File: src/hw/rtl/stl_pkg.sv
// ----------------------------------------------------------------------------
// Source text lexer package
// Lexer modes, token kinds, the token record and character class functions.
// ----------------------------------------------------------------------------
package stl_pkg;

    localparam int ByteW = 8;
    localparam int KindW = 3;
    localparam int ModeW = 3;

    // Lexer modes; the unused code acts as idle.
    localparam logic [ModeW-1:0] MODE_IDLE    = 3'd0;
    localparam logic [ModeW-1:0] MODE_IDENT   = 3'd1;
    localparam logic [ModeW-1:0] MODE_NUMBER  = 3'd2;
    localparam logic [ModeW-1:0] MODE_STRING  = 3'd3;
    localparam logic [ModeW-1:0] MODE_ESCAPE  = 3'd4;
    localparam logic [ModeW-1:0] MODE_COMMENT = 3'd5;
    localparam logic [ModeW-1:0] MODE_OPPEND  = 3'd6;

    // Token kinds.
    localparam logic [KindW-1:0] KIND_NEWLINE = 3'd0;
    localparam logic [KindW-1:0] KIND_IDENT   = 3'd1;
    localparam logic [KindW-1:0] KIND_NUMBER  = 3'd2;
    localparam logic [KindW-1:0] KIND_STRING  = 3'd3;
    localparam logic [KindW-1:0] KIND_OP      = 3'd4;

    localparam logic [ByteW-1:0] CH_NEWLINE   = 8'h0A;
    localparam logic [ByteW-1:0] CH_SPACE     = 8'h20;
    localparam logic [ByteW-1:0] CH_DEL       = 8'h7F;
    localparam logic [ByteW-1:0] CH_QUOTE     = 8'h22;
    localparam logic [ByteW-1:0] CH_BACKSLASH = 8'h5C;
    localparam logic [ByteW-1:0] CH_SLASH     = 8'h2F;
    localparam logic [ByteW-1:0] CH_DOT       = 8'h2E;
    localparam logic [ByteW-1:0] CH_EQUAL     = 8'h3D;

    typedef struct packed {
        logic [ByteW-1:0] ch;
        logic [KindW-1:0] kind;
        logic             first;
        logic             last;
    } tok_t;

    // A result entry as it waits in the output buffer.
    typedef struct packed {
        tok_t tok;
        logic run_end;
    } res_t;

    function automatic logic is_letter(input logic [ByteW-1:0] c);
        return c inside {[8'h61:8'h7A], [8'h41:8'h5A]};
    endfunction

    function automatic logic is_digit(input logic [ByteW-1:0] c);
        return c inside {[8'h30:8'h39]};
    endfunction

    // Characters that may open a two-character operator.
    function automatic logic is_starter(input logic [ByteW-1:0] c);
        return c inside {8'h3C, 8'h3E, 8'h26, 8'h7C, 8'h2B, 8'h2D, 8'h3D,
                         8'h21, 8'h3A, 8'h2A, 8'h2F, 8'h25, 8'h5E};
    endfunction

    // The first group pairs with itself or an '='; the others only with an '='.
    function automatic logic is_pair(input logic [ByteW-1:0] a,
                                     input logic [ByteW-1:0] c);
        logic r;
        r = 1'b0;
        case (a)
            8'h3C, 8'h3E, 8'h26, 8'h7C, 8'h2B, 8'h2D, 8'h3D:
                r = (c == a) || (c == CH_EQUAL);
            8'h21, 8'h3A, 8'h2A, 8'h2F, 8'h25, 8'h5E:
                r = (c == CH_EQUAL);
            default:
                r = 1'b0;
        endcase
        return r;
    endfunction

endpackage

File: src/hw/rtl/stl_core.sv
// ----------------------------------------------------------------------------
// Source text lexer core
// Holds the lexer mode and the held byte, and turns one source item into
// up to two token results combinationally.
// ----------------------------------------------------------------------------
module stl_core
    import stl_pkg::*;
(
    input  logic             clk,
    input  logic             rst_n,
    input  logic             take,
    input  logic [ByteW-1:0] in_byte,
    input  logic             is_end,
    output tok_t             res0,
    output tok_t             res1,
    output logic [1:0]       res_cnt
);

    logic [ModeW-1:0] mode_reg, mode_next;
    logic [ByteW-1:0] held_byte_reg, held_byte_next;
    logic             held_first_reg, held_first_next;

    // Outcome of a byte seen at top level with nothing pending.
    logic             fr_emit;
    logic             fr_hold;
    tok_t             fr_tok;
    logic [ModeW-1:0] fr_mode;

    always_comb
    begin
        fr_emit = 1'b0;
        fr_hold = 1'b0;
        fr_tok  = '0;
        fr_mode = MODE_IDLE;
        if (in_byte == CH_NEWLINE)
        begin
            fr_emit = 1'b1;
            fr_tok  = '{CH_NEWLINE, KIND_NEWLINE, 1'b1, 1'b1};
        end
        else if (in_byte <= CH_SPACE || in_byte >= CH_DEL)
        begin
            fr_emit = 1'b0;
        end
        else if (in_byte == CH_QUOTE)
        begin
            fr_emit = 1'b1;
            fr_tok  = '{in_byte, KIND_STRING, 1'b1, 1'b0};
            fr_mode = MODE_STRING;
        end
        else if (is_letter(in_byte))
        begin
            fr_hold = 1'b1;
            fr_mode = MODE_IDENT;
        end
        else if (is_digit(in_byte))
        begin
            fr_hold = 1'b1;
            fr_mode = MODE_NUMBER;
        end
        else if (is_starter(in_byte))
        begin
            fr_hold = 1'b1;
            fr_mode = MODE_OPPEND;
        end
        else
        begin
            fr_emit = 1'b1;
            fr_tok  = '{in_byte, KIND_OP, 1'b1, 1'b1};
        end
    end

    logic goes_on;

    always_comb
    begin
        mode_next       = mode_reg;
        held_byte_next  = held_byte_reg;
        held_first_next = held_first_reg;
        res0            = '0;
        res1            = '0;
        res_cnt         = 2'd0;
        goes_on         = 1'b0;

        if (is_end)
        begin
            case (mode_reg)
                MODE_IDENT:
                begin
                    res0    = '{held_byte_reg, KIND_IDENT, held_first_reg, 1'b1};
                    res_cnt = 2'd1;
                end
                MODE_NUMBER:
                begin
                    res0    = '{held_byte_reg, KIND_NUMBER, held_first_reg, 1'b1};
                    res_cnt = 2'd1;
                end
                MODE_STRING, MODE_ESCAPE:
                begin
                    res0    = '{CH_QUOTE, KIND_STRING, 1'b0, 1'b1};
                    res_cnt = 2'd1;
                end
                MODE_COMMENT:
                begin
                    res0    = '{CH_NEWLINE, KIND_NEWLINE, 1'b1, 1'b1};
                    res_cnt = 2'd1;
                end
                MODE_OPPEND:
                begin
                    res0    = '{held_byte_reg, KIND_OP, 1'b1, 1'b1};
                    res_cnt = 2'd1;
                end
                default:
                begin
                    res_cnt = 2'd0;
                end
            endcase
            mode_next       = MODE_IDLE;
            held_byte_next  = '0;
            held_first_next = 1'b0;
        end
        else
        begin
            case (mode_reg)
                MODE_IDENT, MODE_NUMBER:
                begin
                    if (mode_reg == MODE_IDENT)
                    begin
                        goes_on = is_letter(in_byte) || is_digit(in_byte);
                    end
                    else
                    begin
                        goes_on = is_digit(in_byte) || (in_byte == CH_DOT);
                    end
                    res0.ch    = held_byte_reg;
                    res0.kind  = (mode_reg == MODE_IDENT) ? KIND_IDENT : KIND_NUMBER;
                    res0.first = held_first_reg;
                    if (goes_on)
                    begin
                        res0.last       = 1'b0;
                        res_cnt         = 2'd1;
                        held_byte_next  = in_byte;
                        held_first_next = 1'b0;
                    end
                    else
                    begin
                        res0.last       = 1'b1;
                        res1            = fr_tok;
                        res_cnt         = fr_emit ? 2'd2 : 2'd1;
                        mode_next       = fr_mode;
                        held_byte_next  = fr_hold ? in_byte : '0;
                        held_first_next = fr_hold;
                    end
                end
                MODE_STRING:
                begin
                    res0    = '{in_byte, KIND_STRING, 1'b0, in_byte == CH_QUOTE};
                    res_cnt = 2'd1;
                    if (in_byte == CH_BACKSLASH)
                    begin
                        mode_next = MODE_ESCAPE;
                    end
                    else if (in_byte == CH_QUOTE)
                    begin
                        mode_next = MODE_IDLE;
                    end
                end
                MODE_ESCAPE:
                begin
                    res0      = '{in_byte, KIND_STRING, 1'b0, 1'b0};
                    res_cnt   = 2'd1;
                    mode_next = MODE_STRING;
                end
                MODE_COMMENT:
                begin
                    if (in_byte == CH_NEWLINE)
                    begin
                        res0      = '{CH_NEWLINE, KIND_NEWLINE, 1'b1, 1'b1};
                        res_cnt   = 2'd1;
                        mode_next = MODE_IDLE;
                    end
                end
                MODE_OPPEND:
                begin
                    if (held_byte_reg == CH_SLASH && in_byte == CH_SLASH)
                    begin
                        mode_next       = MODE_COMMENT;
                        held_byte_next  = '0;
                        held_first_next = 1'b0;
                    end
                    else if (is_pair(held_byte_reg, in_byte))
                    begin
                        res0            = '{held_byte_reg, KIND_OP, 1'b1, 1'b0};
                        res1            = '{in_byte, KIND_OP, 1'b0, 1'b1};
                        res_cnt         = 2'd2;
                        mode_next       = MODE_IDLE;
                        held_byte_next  = '0;
                        held_first_next = 1'b0;
                    end
                    else
                    begin
                        res0            = '{held_byte_reg, KIND_OP, 1'b1, 1'b1};
                        res1            = fr_tok;
                        res_cnt         = fr_emit ? 2'd2 : 2'd1;
                        mode_next       = fr_mode;
                        held_byte_next  = fr_hold ? in_byte : '0;
                        held_first_next = fr_hold;
                    end
                end
                default:
                begin
                    res0            = fr_tok;
                    res_cnt         = fr_emit ? 2'd1 : 2'd0;
                    mode_next       = fr_mode;
                    held_byte_next  = fr_hold ? in_byte : '0;
                    held_first_next = fr_hold;
                end
            endcase
        end
    end

    always_ff @(posedge clk or negedge rst_n)
    begin
        if (!rst_n)
        begin
            mode_reg       <= MODE_IDLE;
            held_byte_reg  <= '0;
            held_first_reg <= 1'b0;
        end
        else if (take)
        begin
            mode_reg       <= mode_next;
            held_byte_reg  <= held_byte_next;
            held_first_reg <= held_first_next;
        end
    end

endmodule

File: src/hw/rtl/stl_outbuf.sv
// ----------------------------------------------------------------------------
// Source text lexer output buffer
// Two-entry result register that presents the results of one item in order
// and frees the input side as soon as the last of them is taken.
// ----------------------------------------------------------------------------
module stl_outbuf
    import stl_pkg::*;
(
    input  logic       clk,
    input  logic       rst_n,
    input  logic       load,
    input  tok_t       res0,
    input  tok_t       res1,
    input  logic [1:0] res_cnt,
    output logic       can_load,
    output logic       out_valid,
    input  logic       out_ready,
    output res_t       out_res
);

    res_t       ent0_reg, ent0_next;
    res_t       ent1_reg, ent1_next;
    logic [1:0] cnt_reg, cnt_next;
    logic       pop;

    assign out_valid = (cnt_reg != 2'd0);
    assign out_res   = ent0_reg;
    assign pop       = out_valid && out_ready;
    // New results may enter once the buffer is empty after this cycle.
    assign can_load  = (cnt_reg == 2'd0) || ((cnt_reg == 2'd1) && out_ready);

    always_comb
    begin
        ent0_next = ent0_reg;
        ent1_next = ent1_reg;
        cnt_next  = cnt_reg;
        if (load)
        begin
            ent0_next = '{res0, res_cnt == 2'd1};
            ent1_next = '{res1, 1'b1};
            cnt_next  = res_cnt;
        end
        else if (pop)
        begin
            ent0_next = ent1_reg;
            cnt_next  = cnt_reg - 2'd1;
        end
    end

    always_ff @(posedge clk or negedge rst_n)
    begin
        if (!rst_n)
        begin
            cnt_reg <= 2'd0;
        end
        else
        begin
            cnt_reg <= cnt_next;
        end
    end

    always_ff @(posedge clk)
    begin
        ent0_reg <= ent0_next;
        ent1_reg <= ent1_next;
    end

endmodule

File: src/hw/rtl/source_text_lexer.sv
// ----------------------------------------------------------------------------
// Source text lexer
// Streaming tokenizer: one source byte in per item, token bytes out.
// ----------------------------------------------------------------------------
// Usage:
// The slave channel takes one source byte per item in s_tdata; s_tlast set
// marks end of input, which flushes any pending token and returns the lexer
// to idle (the byte is then ignored). The master channel gives one token
// byte per item, with kind, first and last marks in m_tuser and m_tlast set
// on the last result caused by an input item. Identifier and number bytes,
// and a byte that may open a two-character operator, are held back one item
// so the end of a token can be marked. An input item causes zero, one or two
// results, registered in the two-entry result buffer on acceptance. An item
// with at most one result can be followed by another in the next cycle while
// the receiver is ready; one with two results holds off the next item until
// its first result is taken. When the receiver stalls, the buffered results
// hold and s_tready drops once the buffer cannot take another item's results.
// Reset clears the lexer mode, the held byte and the result buffer.
// ----------------------------------------------------------------------------
module source_text_lexer
    import stl_pkg::*;
(
    input  logic       clk,
    input  logic       rst_n,
    input  logic       s_tvalid,
    output logic       s_tready,
    input  logic [7:0] s_tdata,   // [7:0] in_byte
    input  logic       s_tlast,   // is_end
    output logic       m_tvalid,
    input  logic       m_tready,
    output logic [7:0] m_tdata,   // [7:0] tok_byte
    output logic [4:0] m_tuser,   // [2:0] tok_kind, [3] tok_first, [4] tok_last
    output logic       m_tlast    // run_end
);

    logic       take;
    logic       can_load;
    tok_t       res0;
    tok_t       res1;
    logic [1:0] res_cnt;
    res_t       out_res;

    assign s_tready = can_load;
    assign take     = s_tvalid && can_load;

    stl_core u_core (
        .clk     (clk),
        .rst_n   (rst_n),
        .take    (take),
        .in_byte (s_tdata),
        .is_end  (s_tlast),
        .res0    (res0),
        .res1    (res1),
        .res_cnt (res_cnt)
    );

    stl_outbuf u_outbuf (
        .clk       (clk),
        .rst_n     (rst_n),
        .load      (take),
        .res0      (res0),
        .res1      (res1),
        .res_cnt   (res_cnt),
        .can_load  (can_load),
        .out_valid (m_tvalid),
        .out_ready (m_tready),
        .out_res   (out_res)
    );

    assign m_tdata = out_res.tok.ch;
    assign m_tuser = {out_res.tok.last, out_res.tok.first, out_res.tok.kind};
    assign m_tlast = out_res.run_end;

endmodule
File: config.mk
export PLATFORM = sky130hd
export DESIGN_NAME = source_text_lexer
export DESIGN_NICKNAME = d
export VERILOG_FILES = /design/src/hw/rtl/stl_pkg.sv /design/src/hw/rtl/stl_core.sv /design/src/hw/rtl/stl_outbuf.sv /design/src/hw/rtl/source_text_lexer.sv
export SDC_FILE = /design/constraint.sdc
export NUM_CORES = 1
export LEC_CHECK = 0
export BUFFER_PORTS_ARGS = -buffer_cell sky130_fd_sc_hd__buf_2
export CAP_MARGIN = 0
export CORE_MARGIN = 1
export CORE_UTILIZATION = 61
export DETAILED_ROUTE_END_ITERATION = 7
export PLACE_DENSITY = 0.8
export SLEW_MARGIN = 20
export SYNTH_ARGS = -nofsm -noshare
export SYNTH_HDL_FRONTEND = slang
export SYNTH_SLANG_ARGS = --single-unit
File: constraint.sdc
create_clock -name clk -period 4.2 [get_ports clk]
set_clock_uncertainty 0.2 [all_clocks]
set_input_delay 0.84 -clock clk [delete_from_list [all_inputs] [get_ports clk]]
set_output_delay 0.84 -clock clk [all_outputs]
set_load 0.02 [all_outputs]
**Word level (Yosys, flattened, before mapping)**

Cells that the tools add are included.
W data, S select, Z words.

- Register bits after elaboration: 41
- Output and inout port bits: 16
- Logic and storage cells: 165

- Add/sub/neg operators: 1
- Magnitude comparators: 8
- Eq/ne operators: 43
- Mux-type cells: 75
- Reduce and logical (&&, ||, !) cells: 25

Operators with widths:

| operator | number |
|---|---|
| $eq A8 B6 Y1 const B | 24 |
| $mux W13 | 11 |
| $pmux W13 S5 | 2 |
| $eq A8 B7 Y1 const B | 5 |
| $mux W8 | 5 |
| $mux W3 | 13 |
| $mux W14 | 2 |
| $mux W1 | 27 |
| $pmux W13 S2 | 1 |
| $ge A8 B7 Y1 const B | 3 |
| $pmux W8 S3 | 1 |
| $le A8 B6 Y1 const B | 2 |
| $le A8 B7 Y1 const B | 2 |
| $mux W2 | 8 |
| $pmux W3 S5 | 1 |
| $reduce_bool A13 Y1 | 1 |
| $reduce_or A6 Y1 | 2 |
| $eq A3 B3 Y1 const B | 3 |
| $mux W9 | 1 |
| $eq A8 B4 Y1 const B | 1 |
| $eq A8 B8 Y1 | 1 |
| $ge A8 B6 Y1 const B | 1 |
| $pmux W2 S4 | 1 |
| $logic_and A1 B1 Y1 | 7 |
| other kinds (18) | 27 |

**Logic depth before layout (Yosys ltp)**

Gate-level depths: netlist of the first run.

- Depth after elaboration: 15
- Gate-level depth with buffers: 10

**Hierarchy**

From an unflattened synthesis of the first run, not the netlist that was laid out.

- Cell total of the unflattened synthesis: 320
- Area total of the unflattened synthesis: 3027.9 sq um

Modules (own cells, without submodules):

| module | instances | cells an instance | area each (sq um) | seq. area each (sq um) |
|---|---|---|---|---|
| stl_core | 1 | 257 | 1851.8 | 300.3 |
| stl_outbuf | 1 | 62 | 1169.9 | 860.8 |
| source_text_lexer | 1 | 1 | 6.3 | 0.0 |

**Worst setup path after synthesis of the first run**

OpenSTA, ideal clock, no wires.

- Path type: input to register
- From: in s_tdata[7]
- To: reg u_outbuf.ent0_reg (netlist bit u_outbuf.out_res[8]), data pin
- Library setup time: 261 ps
- Arrival time: 2581 ps
- Setup slack: 1158 ps
- Cell stages on the path: 9
- Buffers on the path: 1
- Cell sequence: buf_2 -> or3b_1 -> or3_1 -> and2_4 -> nand2_2 -> nor2_4 -> o21ai_2 -> a211oi_2 -> a221o_1

RTL lines:

| what | line | RTL |
|---|---|---|
| from (decl) | source_text_lexer.sv:27 | `input logic [7:0] s_tdata,` |
| to (signal assigned) | stl_outbuf.sv:64 | `ent0_reg <= ent0_next;` |
| to (decl) | stl_outbuf.sv:21 | `res_t ent0_reg, ent0_next;` |

==> impl_metrics.env, run 1 <==
export IMPL_outcome="finished clean"
export IMPL_p_leak_nw=1.29
export IMPL_clk_latency_ns=0.31
export IMPL_ant_nets=0
export IMPL_routed_wl_um=7870
export IMPL_nNetsFinal=370
export IMPL_hp_class="input pin to asynchronous set/reset pin"
export IMPL_critical_path_class="input pin to flip-flop"
export IMPL_synth_cell_type_count=84
export IMPL_path_cells="buf_2 -> or3b_1 -> or3_1 -> and2_4 -> nand2_2 -> nor2_4 -> o21ai_2 -> a211oi_2 -> a221o_1"
export IMPL_drc=0
export IMPL_setup_tns_ns=0
export IMPL_setup_ws_ns=1.24
export IMPL_drtPass1Iterations=5
export IMPL_largest_register_ffs=14
export IMPL_rsz0062_at_grt="false"
export IMPL_min_period_ns=2.96
export IMPL_cts_made_buffers=5
export IMPL_post_dp_hpwl_um=5580
export IMPL_grt_pass1_vias=2476
export IMPL_wl_per_cell_um=18.6
export IMPL_ys_ff_latch=40
export IMPL_cp_data_arrival_time_ns=2.82
export IMPL_synth_warnings=0
export IMPL_cts_tree="done"
export IMPL_syn_area_um2=3070
export IMPL_slew_viol_final=0
export IMPL_die_width_um=72.9
export IMPL_crit_family="simple AND/OR/NAND/NOR gates"
export IMPL_layout_commonest_cell="nand2_1"
export IMPL_tightest_slew_ns=0.825
export IMPL_crit_required_ns=4.05
export IMPL_rows=25
export IMPL_setup_viol=0
export IMPL_die_area_um2=5320
export IMPL_fillCellCount=406
export IMPL_syn2layout_area_growth_pct=7.79
export IMPL_vias=2860
export IMPL_grt_usage_pct=31.7
export IMPL_drive_above_1_share_pct=18.8
export IMPL_synth_edf_count=26
export IMPL_hold_violations=0
export IMPL_cts_resized_gates=0
export IMPL_cts_hold_buf=0
export IMPL_maxSlewHeadroom_pct=44.6
export IMPL_clkSinkCount=40
export IMPL_port_buffer_count=28
export IMPL_clockRootBuffer="clkbuf_8"
export IMPL_final_core_util_pct=69.1
export IMPL_grt_pass1_wl_um=12700
export IMPL_grt_max_degree=28
export IMPL_path_buf_inv=1
export IMPL_synthFlopType="edfxtp_1"
export IMPL_worst_path_max_fanout=12
export IMPL_h_tree_depth=2
export IMPL_path_clk_slew_ns=0.09
export IMPL_fmax_mhz=337
export IMPL_synth_async_reset_ratio_pct=35.0
export IMPL_place_congestion=0.963
export IMPL_clk_path_buf_depth=2
export IMPL_start_util_pct=64.1
export IMPL_synthCells=344
export IMPL_core_area_um2=4790
export IMPL_die_h_um=72.9
export IMPL_ir_drop_mv=0.261
export IMPL_power_density_nw_per_um2=530
export IMPL_max_cap_violations=0
export IMPL_drt_iter0_drc=284
export IMPL_yosysSeqAreaShare_pct=36.9
export IMPL_max_stage_delay_ns=0.44
export IMPL_slowest_stage="or3_1"
export IMPL_syn_nets=359
export IMPL_grt_ovfl_total=0
export IMPL_antenna_found_initial=0
export IMPL_final_cell_mix="38 x nand2_1, 29 x nor2_1, 28 x buf_2"
export IMPL_routed_via_density=6.76
export IMPL_n_antenna_cell=0
export IMPL_postCtsSetupBuffers=0
export IMPL_avgSynthCellArea_um2=8.92
export IMPL_post_place_ws_ns=0.931
export IMPL_ios=29
export IMPL_cp_start_kind="input pin"
export IMPL_finalCritPeriodShare_pct=70.6
export IMPL_cp_end_kind="flip-flop"
==> power breakdown <==
group	internal (mW)	leakage, nW	total (mW)	switching [mW]
combinational	0.264	0.796	0.712	0.448
sequential	0.571	0.440	0.708	0.136
clock	0.179	0.0548	0.332	0.153
total	1.01	1.29	1.75	0.738
==> area by class of cell <==
| class | count | area, um2 | share of cell area [%] |
|---|---|---|---|
| clock buffers | 5 | 68.8 | 2.08 |
| well taps | 67 | 83.8 | 2.53 |
| inverters | 11 | 41.3 | 1.25 |
| clock inverters | 3 | 46.3 | 1.40 |
| multi-input cells | 267 | 1780 | 53.9 |
| repair buffers | 30 | 155 | 4.69 |
| flip-flops and latches | 40 | 1130 | 34.2 |
==> worst register-to-register path: stages (launching register included) <==
cell and delay, ns:
dfrtp_1 0.51, or3b_4 0.46, nor4_2 0.33, nand4_2 0.30
nor3_2 0.18, o21ai_1 0.18, and3_1 0.24, a221o_1 0.27
==> metal layers <==
metal / vias up / global-route usage, % / wire, um
li1: 1322 / - / -
met1: 1351 / 44.3 / 3490
met2: 161 / 49.2 / 3580
met3: 26 / 6.35 / 610
met4: 0 / 11.1 / 185
met5: - / 0 / 0
==> cell families after synthesis <==
logic type,Yosys count,share of synthesized area (%)
simple gates,151,28.4
compound gates,104,26.1
flops,40,36.9
buf+inv,37,5.10
xor+xnor,8,2.28
fa+ha+maj,2,0.815
other cells,1,0.122
mux,1,0.367
==> Yosys cell counts, drive strengths merged, types with 3 or more instances <==
cell type / count / area [um2]
nand4: 4 / 31.3
and3: 8 / 50.1
a21o: 4 / 30.0
o21ai: 28 / 148
a22o: 7 / 61.3
nor2b: 4 / 25.0
nor2: 30 / 120
or3: 4 / 30.0
or3b: 5 / 48.8
o21a: 3 / 22.5
and2: 9 / 58.8
clkbuf: 13 / 48.8
a221o: 5 / 50.1
a211oi: 3 / 27.5
buf: 13 / 66.3
edfxtp: 26 / 781
o211ai: 6 / 50.1
a31oi: 4 / 31.3
nand2b: 4 / 25.0
a21oi: 16 / 98.9
xor2: 8 / 70.1
nor3b: 4 / 30.0
nor3: 10 / 60.1
nand3: 10 / 50.1
inv: 11 / 41.3
nand4b: 3 / 26.3
nand2: 39 / 149
dfrtp: 14 / 350
nor4bb: 3 / 30.0
==> path summary, 6_finish.rpt <==
check | startpoint | end | slack [ns] | cells past startpoint
setup / recovery | s_tdata[5] | u_outbuf.out_res[6] | 1.24 | 9
hold / removal | rst_n | u_core.held_first_reg | 0.24 | 1
setup reg to reg | u_core.held_byte_reg[5] | u_outbuf.out_res[6] | 1.28 | 7
hold reg to reg | u_outbuf.ent1_reg[9] | u_outbuf.out_res[9] | 0.32 | 2
max in group asynchronous | rst_n | u_outbuf.cnt_reg[0] | 3.27 | 1
min in group clk | u_outbuf.ent1_reg[9] | u_outbuf.out_res[9] | 0.32 | 2
==> through the flow <==
step                hold slack (ns)  area [um2]  power (mW)  std cells
floorplan                     0.267        3070        1.22        344
global placement              0.309        3190        1.40        415
detailed placement            0.328        3190        1.42        415
CTS                           0.253        3310        1.74        423
global route                  0.268        3310        1.85        423
finish                        0.243        3310        1.75        423
(Power assumes the default switching activity.)
==> run 2, diff against run 1 <==
--- a/config.mk
+++ b/config.mk
@@ -8,9 +8,9 @@
 export BUFFER_PORTS_ARGS = -buffer_cell sky130_fd_sc_hd__buf_2
 export CAP_MARGIN = 0
 export CORE_MARGIN = 1
-export CORE_UTILIZATION = 61
+export CORE_UTILIZATION = 54
 export DETAILED_ROUTE_END_ITERATION = 7
-export PLACE_DENSITY = 0.8
+export PLACE_DENSITY = 0.75
 export SLEW_MARGIN = 20
 export SYNTH_ARGS = -nofsm -noshare
 export SYNTH_HDL_FRONTEND = slang
==> constraint.sdc (replaced) <==
create_clock -name clk -period 2.7 [get_ports clk]
set_clock_uncertainty 0.2 [all_clocks]
set_input_delay 0.54 -clock clk [delete_from_list [all_inputs] [get_ports clk]]
set_output_delay 0.54 -clock clk [all_outputs]
set_load 0.02 [all_outputs]
==> run 2 against run 1 <==
- critical path depth decreased by 1
- first-iteration DRC count grew 26%
- die area increased by 13%
- register-to-register slack lost 1.2 ns
- non-clock buffer count increased by 48
- final area grew 11%
- sequential cell count stayed put
- sequential share of layout area shrank 3.4 points
- via count grew 5.3%
- combinational power increased by 88%
- cell count is 13% higher
- clock power up 23%
- critical path type is now flip-flop to flip-flop
==> impl_metrics.env, run 2 (same netlist as run 1, synthesis figures left out) <==
export IMPL_cts_tree="done"
export IMPL_drc=0
export IMPL_cp_data_arrival_time_ns=2.60
export IMPL_maxSlewHeadroom_pct=57.9
export IMPL_worst_path_max_fanout=7
export IMPL_setup_viol=0
export IMPL_min_period_ns=2.61
export IMPL_drt_iter0_drc=357
export IMPL_h_tree_depth=2
export IMPL_final_cell_mix="49 x buf_4, 38 x nand2_1, 29 x nor2_1"
export IMPL_finalCritPeriodShare_pct=96.8
export IMPL_core_area_um2=5510
export IMPL_clkSinkCount=40
export IMPL_die_h_um=77.4
export IMPL_post_place_ws_ns=-0.122
export IMPL_drive_above_1_share_pct=30.2
export IMPL_cp_start_kind="flip-flop"
export IMPL_place_congestion=0.968
export IMPL_total_power_mw=2.76
export IMPL_power_density_nw_per_um2=747
export IMPL_vias=3012
export IMPL_setup_tns_ns=0
export IMPL_grt_pass1_wl_um=13600
export IMPL_path_clk_slew_ns=0.08
export IMPL_cts_made_buffers=5
export IMPL_clk_path_buf_depth=2
export IMPL_critical_path_class="flip-flop to flip-flop"
export IMPL_routed_wl_um=8270
export IMPL_fillCellCount=463
export IMPL_n_antenna_cell=0
export IMPL_p_leak_nw=1.52
export IMPL_largest_register_ffs=14
export IMPL_ant_nets=0
export IMPL_port_buffer_count=28
export IMPL_syn2layout_area_growth_pct=20.1
export IMPL_fmax_mhz=383
export IMPL_ios=29
export IMPL_hp_class="flip-flop to flip-flop"
export IMPL_clockRootBuffer="clkbuf_8"
export IMPL_slew_viol_final=0
export IMPL_cp_end_kind="flip-flop"
export IMPL_crit_required_ns=2.69
export IMPL_outcome="finished clean"
export IMPL_hold_violations=0
export IMPL_max_cap_violations=0
export IMPL_clk_latency_ns=0.30
export IMPL_postCtsSetupBuffers=0
export IMPL_antenna_found_initial=0
export IMPL_die_width_um=77.4
export IMPL_hold_ws_ns=0.330
export IMPL_register_area_um2=1130
export IMPL_drtPass1Iterations=6
export IMPL_placed_area_um2=3560
export IMPL_fin_area_um2=3690
export IMPL_wl_per_cell_um=17.4
export IMPL_nNetsFinal=418
export IMPL_rsz0062_at_grt="false"
export IMPL_ir_drop_mv=0.454
export IMPL_grt_usage_pct=28.8
export IMPL_rows=27
export IMPL_post_dp_hpwl_um=6230
export IMPL_tightest_slew_ns=0.626
export IMPL_routed_via_density=6.33
export IMPL_grt_pass1_vias=2769
export IMPL_setup_ws_ns=0.0858
export IMPL_grt_ovfl_total=0
export IMPL_die_area_um2=5990
export IMPL_layout_commonest_cell="buf_4"
export IMPL_grt_max_degree=27
export IMPL_multi_input_area_um2=1820
export IMPL_start_util_pct=55.7
[run 2: path summary, 6_finish.rpt]
path	startpoint	endpoint	slack [ns]	cells past startpoint
max in group asynchronous	rst_n	u_core.held_byte_reg[1]	1.46	2
setup reg to reg	u_core.held_byte_reg[4]	u_core.held_byte_reg[1]	0.09	8
setup / recovery	u_core.held_byte_reg[4]	u_core.held_byte_reg[1]	0.09	8
min in group asynchronous	rst_n	u_core.mode_reg[2]	0.50	2
hold / removal	u_outbuf.ent1_reg[4]	u_outbuf.out_res[4]	0.33	2
hold reg to reg	u_outbuf.ent1_reg[4]	u_outbuf.out_res[4]	0.33	2
[run 2: report_power, final]
part	total, mW	switching [mW]	leakage [nW]	internal, mW
sequential	1.00	0.110	0.435	0.893
combinational	1.34	0.840	1.04	0.503
clock	0.409	0.228	0.0479	0.180
[run 2: critical path, cell delays in order, from the launching register on]
cell and delay, ns:
dfrtp_2 0.45, or3b_4 0.44, nor4_4 0.24, nand4_2 0.17
buf_4 0.19, nand2_1 0.13, nor2_1 0.10, o221a_2 0.36
a22o_1 0.21
[run 2: what timing repair did]
| action | CTS | global route |
|---|---|---|
| hold endpoints to repair | 14 | 0 |
| hold buffers | 1 | 0 |
| resized for setup | 0 | 7 |
| endpoints found under the setup margin | 0 | 22 |
[run 2: metrics by stage]
step                      util, %  instances
final                        67.0        476
after global routing         67.0        476
after CTS                    66.5        476
after detailed placement     64.7        467
after global placement       64.7        467
after floorplan                 -        344
[run 2: layout make-up]
class | count | share of cell area, %
multi-input combinational | 267 | 49.2
sequential | 40 | 30.8
timing repair buffer | 78 | 14.0
tap | 72 | 2.44
clock buffer | 5 | 1.87
inverter | 11 | 1.12
clock inverter | 3 | 0.509
[run 2: per-layer routing]
| metal | part of all wire (%) | up-vias | wire length, um | global-route usage [%] |
|---|---|---|---|---|
| met3 | 7.5 | 22 | 619 | 3.06 |
| met2 | 47 | 158 | 3930 | 47.6 |
| met1 | 43 | 1419 | 3540 | 39.2 |
| met5 | 0 | - | 0 | 0 |
| li1 | - | 1413 | - | - |
| met4 | 2.2 | 0 | 183 | 9.81 |
==> run 3, diff against run 2 <==
--- a/config.mk
+++ b/config.mk
@@ -8,9 +8,10 @@
 export BUFFER_PORTS_ARGS = -buffer_cell sky130_fd_sc_hd__buf_2
 export CAP_MARGIN = 0
 export CORE_MARGIN = 1
-export CORE_UTILIZATION = 54
+export CORE_UTILIZATION = 56
+export CTS_BUF_LIST = sky130_fd_sc_hd__clkbuf_8
 export DETAILED_ROUTE_END_ITERATION = 7
-export PLACE_DENSITY = 0.75
+export PLACE_DENSITY = 0.77
 export SLEW_MARGIN = 20
 export SYNTH_ARGS = -nofsm -noshare
 export SYNTH_HDL_FRONTEND = slang
==> run 3 against run 2 <==
- clock power increased by 26%
- combinational power about the same
- register-to-register slack got worse by 0.02 ns
- via count increased by 1.1%
- largest cell class unchanged
- setup slack got worse by 0.018 ns
- sequential power about the same
- sequential share of layout area decreased by 0.46 points
- critical path depth increased by 1
- power increased by 4.2%
- sequential cell count unchanged
- count of clock-buffer cells in the layout unchanged
==> impl_metrics.env, run 3 (same netlist as run 1, synthesis figures left out) <==
export IMPL_worstReg2RegEnd="u_outbuf.out_res[9]"
export IMPL_cts_made_buffers=5
export IMPL_p_leak_nw=1.54
export IMPL_h_tree_depth=2
export IMPL_rr_startpoint="u_core.held_byte_reg[4]"
export IMPL_largest_register_ffs=14
export IMPL_die_area_um2=5780
export IMPL_grt_ovfl_total=0
export IMPL_slew_viol_final=0
export IMPL_rsz0062_at_grt="true"
export IMPL_final_core_util_pct=71.9
export IMPL_drtPass1Iterations=7
export IMPL_ant_nets=0
export IMPL_clk_latency_ns=0.30
export IMPL_syn2layout_area_growth_pct=22.0
export IMPL_nNetsFinal=424
export IMPL_grt_pass1_vias=2838
export IMPL_cts_tree="done"
export IMPL_finalCritPeriodShare_pct=97.5
export IMPL_grt_max_degree=27
export IMPL_n_antenna_cell=0
export IMPL_clockRootBuffer="clkbuf_8"
export IMPL_setup_viol=0
export IMPL_start_util_pct=59.0
export IMPL_place_congestion=0.960
export IMPL_grt_pass1_wl_um=13700
export IMPL_cp_data_arrival_time_ns=2.48
export IMPL_worst_path_max_fanout=6
export IMPL_drt_iter0_drc=302
export IMPL_layout_commonest_cell="buf_4"
export IMPL_grt_usage_pct=29.8
export IMPL_min_period_ns=2.63
export IMPL_final_cell_mix="55 x buf_4, 38 x nand2_1, 29 x nor2_1"
export IMPL_ios=29
export IMPL_routed_wl_um=8250
export IMPL_rows=26
export IMPL_port_buffer_count=28
export IMPL_crit_required_ns=2.55
export IMPL_outcome="finished clean"
export IMPL_fmax_mhz=380
export IMPL_hp_class="flip-flop to flip-flop"
export IMPL_fillCellCount=407
export IMPL_core_area_um2=5200
export IMPL_reg2reg_depth=9
export IMPL_wl_per_cell_um=17.2
export IMPL_worstHoldStart="u_outbuf.ent1_reg[13]"
export IMPL_routed_via_density=6.35
export IMPL_clk_path_buf_depth=2
export IMPL_die_h_um=76.0
export IMPL_ff2ff_setup_slack_ns=0.07
export IMPL_cp_start_kind="flip-flop"
export IMPL_post_dp_hpwl_um=6190
export IMPL_setup_ws_ns=0.0676
export IMPL_drive_above_1_share_pct=31.0
export IMPL_hold_end="u_outbuf.out_res[13]"
export IMPL_power_density_nw_per_um2=767
export IMPL_whs_path_depth=2
export IMPL_drc=0
export IMPL_critical_path_class="flip-flop to flip-flop"
export IMPL_hold_violations=0
export IMPL_clkSinkCount=40
export IMPL_vias=3046
export IMPL_total_power_mw=2.87
export IMPL_antenna_found_initial=0
export IMPL_post_place_ws_ns=-0.116
export IMPL_ir_drop_mv=0.510
export IMPL_cp_end_kind="flip-flop"
export IMPL_path_clk_slew_ns=0.09
export IMPL_max_cap_violations=0
export IMPL_setup_tns_ns=0
export IMPL_die_width_um=76.0
==> run 3: area by class of cell <==
type	count	area, um2	area share [%]
tap	70	87.6	2.34
multi-input combinational	267	1800	48.1
sequential	40	1130	30.3
inverter	11	41.3	1.10
clock inverter	3	46.3	1.24
clock buffer	5	68.8	1.84
timing repair buffer	84	563	15.0
==> run 3: worst max-delay path by stage <==
| stage | from | depth (start not counted) | to |
|---|---|---|---|
| final | u_core.held_byte_reg[4] | 9 | u_outbuf.out_res[9] |
| after global routing | u_core.held_byte_reg[1] | 8 | u_core.mode_reg[1] |
| after CTS | u_core.held_byte_reg[4] | 7 | u_outbuf.out_res[12] |
| after detailed placement | s_tdata[2] | 9 | u_outbuf.out_res[12] |
| after global placement | s_tdata[6] | 8 | u_outbuf.out_res[1] |
| after floorplan | s_tdata[7] | 9 | u_outbuf.out_res[8] |
==> run 3: where the power goes <==
| group | internal, mW | switching, mW | leakage [nW] | total, mW |
|---|---|---|---|---|
| logic | 0.517 | 0.840 | 1.05 | 1.36 |
| registers | 0.893 | 0.107 | 0.435 | 1.00 |
| clock network | 0.279 | 0.236 | 0.0548 | 0.514 |
| total | 1.69 | 1.18 | 1.54 | 2.87 |
==> run 3: layer usage <==
metal / track usage, % / up-vias / routed length (um)
met4: 12.3 / 0 / 342
met5: 0 / - / 0
met2: 47.8 / 159 / 3780
li1: - / 1420 / -
met3: 5.03 / 46 / 616
met1: 40.0 / 1421 / 3510
==> run 3: critical path: stages, from the launching register on <==
cell and delay, ns:
dfrtp_2 0.45, or3b_4 0.44, nor4_2 0.27, nand4_2 0.14
buf_4 0.18, buf_4 0.13, o211ai_1 0.17, o211ai_1 0.13
a2bb2oi_1 0.17, o21ai_0 0.09
==> run 3: what timing repair did <==
action,4_1_cts,5_1_grt
setup buffers,0,3
hold buffers,1,0
setup endpoints to repair,0,18
resized for setup,0,5
endpoints found under the hold margin,14,0
==> run 3: metrics by stage <==
step / cells / hold slack (ns) / area, um2
after floorplan: 344 / 0.0444 / 3080
after global placement: 468 / 0.273 / 3580
after detailed placement: 468 / 0.274 / 3580
after CTS: 477 / 0.345 / 3710
after global routing: 480 / 0.356 / 3740
final: 480 / 0.346 / 3740
